--- src/design/nns_pkg.sv ---
// Shared types and constants for the nearest-neighbor scaler.
// Holds the controller state enum, command/status structs, field widths,
// register indexes and luma coefficients. No dependencies.
`timescale 1ns / 1ps

package nns_pkg;

    // Field widths
    localparam int COORD_W   = 15;
    localparam int SRC_DIM_W = 9;
    localparam int DST_DIM_W = 15;
    localparam int PIX_W     = 8;
    localparam int WORD_W    = 4 * PIX_W;

    // Configuration port
    localparam int CFG_IDX_W  = 3;
    localparam int CFG_DATA_W = 15;

    localparam logic [CFG_IDX_W-1:0] CFG_SRC_WIDTH  = 3'd0;
    localparam logic [CFG_IDX_W-1:0] CFG_SRC_HEIGHT = 3'd1;
    localparam logic [CFG_IDX_W-1:0] CFG_DST_WIDTH  = 3'd2;
    localparam logic [CFG_IDX_W-1:0] CFG_DST_HEIGHT = 3'd3;
    localparam logic [CFG_IDX_W-1:0] CFG_GRAY_MODE  = 3'd4;

    localparam logic [SRC_DIM_W-1:0] SRC_DIM_RESET = 9'd256;
    localparam logic [DST_DIM_W-1:0] DST_DIM_RESET = 15'd256;

    // Item commands
    localparam logic CMD_LOAD  = 1'b0;
    localparam logic CMD_FETCH = 1'b1;

    // Width used to compare a source size against the store limits (up to 4096)
    localparam int SIZE_CMP_W = 13;

    // Serial divider: product of coordinate and source size, quotient below 512
    localparam int PROD_W    = COORD_W + SRC_DIM_W;
    localparam int QUOT_W    = SRC_DIM_W;
    localparam int DIV_CNT_W = 4;
    localparam logic [DIV_CNT_W-1:0] DIV_LAST = 4'(QUOT_W - 1);

    // Luma coefficients, unsigned 0.16 fractions
    localparam int COEF_W     = 16;
    localparam int LUMA_PR_W  = COEF_W + PIX_W;
    localparam int LUMA_SUM_W = LUMA_PR_W + 2;
    localparam logic [COEF_W-1:0] LUMA_R = 16'd19588;
    localparam logic [COEF_W-1:0] LUMA_G = 16'd38470;
    localparam logic [COEF_W-1:0] LUMA_B = 16'd7471;

    typedef enum logic [3:0] {
        ST_IDLE,
        ST_CHECK,
        ST_DIV_X,
        ST_NEXT_Y,
        ST_DIV_Y,
        ST_READ,
        ST_LUMA,
        ST_FINISH
    } nns_state_t;

    typedef struct packed {
        logic capture;
        logic check;
        logic load_write;
        logic start_x;
        logic start_y;
        logic div_step;
        logic mem_read;
        logic luma;
        logic out_load;
    } nns_cmd_t;

    typedef struct packed {
        logic is_fetch;
        logic load_ok;
        logic fetch_oob;
        logic div_last;
    } nns_status_t;

endpackage

--- src/design/nns_ctrl.sv ---
// Controller of the nearest-neighbor scaler: sequences capture, range
// check, the two serial divisions, store read, luma and result handoff.
// Depends on nns_pkg; commands nns_dpath.
`timescale 1ns / 1ps

module nns_ctrl (
    input  logic                 clk,
    input  logic                 rst_n,
    input  logic                 in_valid,
    output logic                 in_ready,
    output logic                 out_valid,
    input  logic                 out_ready,
    input  nns_pkg::nns_status_t status,
    output nns_pkg::nns_cmd_t    ctl
);

    nns_pkg::nns_state_t state_reg;
    nns_pkg::nns_state_t state_next;
    logic                out_valid_reg;
    logic                out_valid_next;

    // State and output-valid registers
    always_ff @(posedge clk or negedge rst_n)
    begin
        if (!rst_n)
        begin
            state_reg     <= nns_pkg::ST_IDLE;
            out_valid_reg <= 1'b0;
        end
        else
        begin
            state_reg     <= state_next;
            out_valid_reg <= out_valid_next;
        end
    end

    // Next state
    always_comb
    begin
        state_next = state_reg;
        unique case (state_reg)
            nns_pkg::ST_IDLE:
                if (in_valid)
                    state_next = nns_pkg::ST_CHECK;
            nns_pkg::ST_CHECK:
                if (!status.is_fetch)
                    state_next = nns_pkg::ST_IDLE;
                else if (status.fetch_oob)
                    state_next = nns_pkg::ST_FINISH;
                else
                    state_next = nns_pkg::ST_DIV_X;
            nns_pkg::ST_DIV_X:
                if (status.div_last)
                    state_next = nns_pkg::ST_NEXT_Y;
            nns_pkg::ST_NEXT_Y:
                state_next = nns_pkg::ST_DIV_Y;
            nns_pkg::ST_DIV_Y:
                if (status.div_last)
                    state_next = nns_pkg::ST_READ;
            nns_pkg::ST_READ:
                state_next = nns_pkg::ST_LUMA;
            nns_pkg::ST_LUMA:
                state_next = nns_pkg::ST_FINISH;
            nns_pkg::ST_FINISH:
                if (!out_valid_reg || out_ready)
                    state_next = nns_pkg::ST_IDLE;
            default:
                state_next = nns_pkg::ST_IDLE;
        endcase
    end

    // Commands
    always_comb
    begin
        ctl      = '0;
        in_ready = 1'b0;
        unique case (state_reg)
            nns_pkg::ST_IDLE:
            begin
                in_ready    = 1'b1;
                ctl.capture = in_valid;
            end
            nns_pkg::ST_CHECK:
            begin
                ctl.check      = 1'b1;
                ctl.load_write = !status.is_fetch && status.load_ok;
                ctl.start_x    = status.is_fetch && !status.fetch_oob;
            end
            nns_pkg::ST_DIV_X:  ctl.div_step = 1'b1;
            nns_pkg::ST_NEXT_Y: ctl.start_y  = 1'b1;
            nns_pkg::ST_DIV_Y:  ctl.div_step = 1'b1;
            nns_pkg::ST_READ:   ctl.mem_read = 1'b1;
            nns_pkg::ST_LUMA:   ctl.luma     = 1'b1;
            nns_pkg::ST_FINISH: ctl.out_load = !out_valid_reg || out_ready;
            default: ;
        endcase
    end

    // Result valid: set on load, drop when taken
    always_comb
    begin
        out_valid_next = out_valid_reg;
        if (ctl.out_load)
            out_valid_next = 1'b1;
        else if (out_ready)
            out_valid_next = 1'b0;
    end

    assign out_valid = out_valid_reg;

`ifndef SYNTH
    a_no_overwrite: assert property (@(posedge clk) disable iff (!rst_n)
        ctl.out_load |-> (!out_valid_reg || out_ready))
        else $error("result register overwritten while a beat waits");

    a_accept_to_check: assert property (@(posedge clk) disable iff (!rst_n)
        (in_valid && in_ready) |=> (state_reg == nns_pkg::ST_CHECK))
        else $error("accepted beat did not reach the range check");

    a_div_x_done: assert property (@(posedge clk) disable iff (!rst_n)
        (state_reg == nns_pkg::ST_DIV_X && status.div_last) |=>
            (state_reg == nns_pkg::ST_NEXT_Y))
        else $error("column division did not hand over to row division");

    a_load_in_range: assert property (@(posedge clk) disable iff (!rst_n)
        ctl.load_write |-> (status.load_ok && !status.is_fetch))
        else $error("store written by an out-of-range or fetch beat");
`endif

endmodule

--- config.mk ---
export PLATFORM = sky130hd
export DESIGN_NAME = nns_ctrl
export DESIGN_NICKNAME = d
export VERILOG_FILES = /design/src/design/nns_pkg.sv /design/src/design/nns_ctrl.sv
export SDC_FILE = /design/constraint.sdc
export NUM_CORES = 1
export LEC_CHECK = 0
export BUFFER_PORTS_ARGS = -buffer_cell sky130_fd_sc_hd__buf_2
export CAP_MARGIN = 10
export CELL_PAD_IN_SITES_DETAIL_PLACEMENT = 0
export CELL_PAD_IN_SITES_GLOBAL_PLACEMENT = 2
export CORE_MARGIN = 2
export CORE_UTILIZATION = 20
export CTS_CLUSTER_SIZE = 25
export DETAILED_ROUTE_END_ITERATION = 8
export HOLD_SLACK_MARGIN = 0.02
export PLACE_DENSITY_LB_ADDON = 0.1
export RECOVER_POWER = 50
export SYNTH_ARGS = -nofsm -noshare
export SYNTH_HDL_FRONTEND = slang
export SYNTH_SLANG_ARGS = --single-unit
--- constraint.sdc ---
create_clock -name clk -period 1.3 [get_ports clk]
set_clock_uncertainty 0.1 [all_clocks]
set_input_delay 0.195 -clock clk [delete_from_list [all_inputs] [get_ports clk]]
set_output_delay 0.195 -clock clk [all_outputs]
set_load 0.02 [all_outputs]
==> flow_summary_export.csv <==
group,metric,value,unit
run_status,status,"complete, but fails checks",
run_status,violations,"negative setup slack",
critical_path,worstSetupStartpoint,"state_reg[2]",
critical_path,crit_family,"simple AND/OR/NAND/NOR gates",
clocking,clk_pin_slew,0.04,ns
global_routing,grt_pass1_vias,395,
place,dpl_cell_area,462.9,um2
yosys,synth_area,317.8,um2
yosys,ys_top_cells_by_area,"dfrtp_1 (31%), nor3b_2 (7.9%), buf_4 (7.1%)",
timing,fin_crit,1.509,ns
cells_and_area,fill_cells,165,
yosys,ys_ff_latch,4,
yosys,ys_warn_count,0,
clocking,cts_tree,"done",
critical_path,end_kind,"output pin",
global_routing,grt.overflow.total,0,
critical_path,max_stage_delay,0.41,ns
critical_path,r2r-start,"state_reg[1]",
cells_and_area,largest_reg_flops,3,
timing,setup_tns,-1.730,ns
yosys,async_flop_share,100.0,%
cells_and_area,drive_above_1_share,67.61,%
global_routing,grt_max_degree,10,
cells_and_area,final_core_util,43.52,%
global_routing,grtUsageTotal,11.98,%
yosys,yosysTopAreaCell,"dfrtp_1",
global_routing,grt_antenna_before_repair,0,
hold_path,min_path_type,"in2reg",
critical_path,required,1.00,ns
yosys,yosysMostFrequentCell,"nor2_1",
cells_and_area,fin_cells,87,
global_routing,grt_pass1_wl,1.662,mm
yosys,synth-seq-area-share,31.50,%
cells_and_area,nNetsFinal,81,
place,hpwl,690.5,um
power,cellLeakagePower,0.3226,nW
route,wire_per_inst,11.52,um
place,routabilityCongestion,0.7585,
timing,whs,0.1896,ns
yosys,synth_top_area_share,31.50,%
yosys,synth_edf_count,0,
yosys,syn_nets,48,
route,ant_nets,0,
timing,slew_headroom,83.57,%
cells_and_area,diodes,0,
power,powerDensity,2495,nW/um2
critical_path,cp_slowest_cell,"dfrtp_1",
critical_path,crit_arrival,1.21,ns
route,drc,0,
clocking,h-tree-depth,1,
die,core-area,1506,um2
yosys,synth_flop_cell,"dfrtp_1",
clocking,cts_buffers,3,
timing,setup_viol,12,
cells_and_area,multiInputGateArea,240.2,um2
yosys,synthCells,40,
clocking,clock_latency,0.24,ns
cells_and_area,final_area,655.6,um2
timing,hold_violations,0,
clocking,cts_root_buffer,"clkbuf_4",
hold_path,hold_start,"out_ready",
die,die_h,43.86,um
power,ir_worst_vdd,1.077,mV
timing,rsz0062_at_grt,"true",
timing,drv_slew,0,
die,io_pins,19,
power,power.total,1.636,mW
route,via_count,397,
cells_and_area,area_growth_syn_to_layout,106.3,%
route,drtPass1Iterations,2,
critical_path,cp_max_fo,3,
critical_path,path_buf_inv,1,
place,dp.cells,75,
route,avgViaCountPerCell,4.563,
timing,fmax,662.6,MHz
clocking,cts.path.max_buffers,2,
cells_and_area,register_area,102.6,um2
yosys,netlist_top_cells_count,"nor2_1 (6), dfrtp_1 (4), buf_4 (3), inv_1 (3), nand2_1 (3)",
die,die_w,43.86,um
die,rows,14,
critical_path,start_kind,"flop",
timing,setup_slack,-0.2092,ns
critical_path,criticalPathCategory,"reg2out",
place,io_buffer_count,18,
route,drt_iter0_drc,6,
place,dp_slack,-0.03101,ns
yosys,ys_types,23,
job,cap_violations,0,
timing,tightest_slew,0.2454,ns
timing,final.period_utilization,116.1,%
clocking,clock_sinks,4,
route,wl,1.002,mm
die,fp.dieArea,1924,um2
critical_path,cp_cell_sequence,"nor2_2, nand2_2, nor3b_4, buf_6",
die,start_util,21.10,%
critical_path,rrSetupSlack,-0.05,ns
yosys,synth.avg_cell_area,7.945,um2
report_power, final:
| group | internal, mW | switching, mW | leakage [nW] | total, mW |
|---|---|---|---|---|
| clock | 0.103 | 0.0531 | 0.0138 | 0.157 |
| sequential | 0.195 | 0.0770 | 0.0458 | 0.272 |
| combinational | 0.635 | 0.572 | 0.263 | 1.21 |
cells by family after synthesis:
logic type	synth area share (%)
xor+xnor	2.756
flops	31.50
simple gates	36.22
compound gates	17.33
buf+inv	12.20
final timing paths:
kind	to	cells past startpoint
min in group asynchronous	state_reg[2]	2
max	ctl[5]	4
max in group asynchronous	state_reg[0]	2
min reg2reg	state_reg[1]	2
max reg2reg	state_reg[2]	7
min	out_valid	3
cells in the final DEF, fill, tap and decap left out, drive strengths merged, types with 2 or more instances in the layout:
| master | instances |
|---|---|
| nor3b | 3 |
| buf | 30 |
| nor2 | 6 |
| inv | 3 |
| clkbuf | 4 |
| dfrtp | 4 |
| nor3 | 2 |
| nand2 | 3 |
| a21oi | 2 |
per-layer routing:
layer	wire length, um	GRT usage [%]	up-vias
li1	-	-	198
met1	355	11.08	187
met2	571	22.94	12
met3	74	4.167	0
met4	0	5.455	0
met5	0	0	-
worst min-delay path: stages:
cell,delay (ns)
buf_2,0.08
nor2b_2,0.06
nand2b_1,0.14
cell type report:
class	count	area share, %
flip-flops and latches	4	15.65
well taps	16	3.053
repair buffers	32	39.12
multi-input cells	29	36.64
clock buffers	3	3.435
inverters	3	2.099
timing repair:
item                                    4_1_cts  5_1_grt
hold endpoints to repair                      4        0
hold buffers                                  1        0
gates resized for setup                      25        6
buffers inserted                              5        4
endpoints found under the setup margin       10       12
pin swaps                                     1        3
Note: power is estimated with default switching activity, not from simulation.
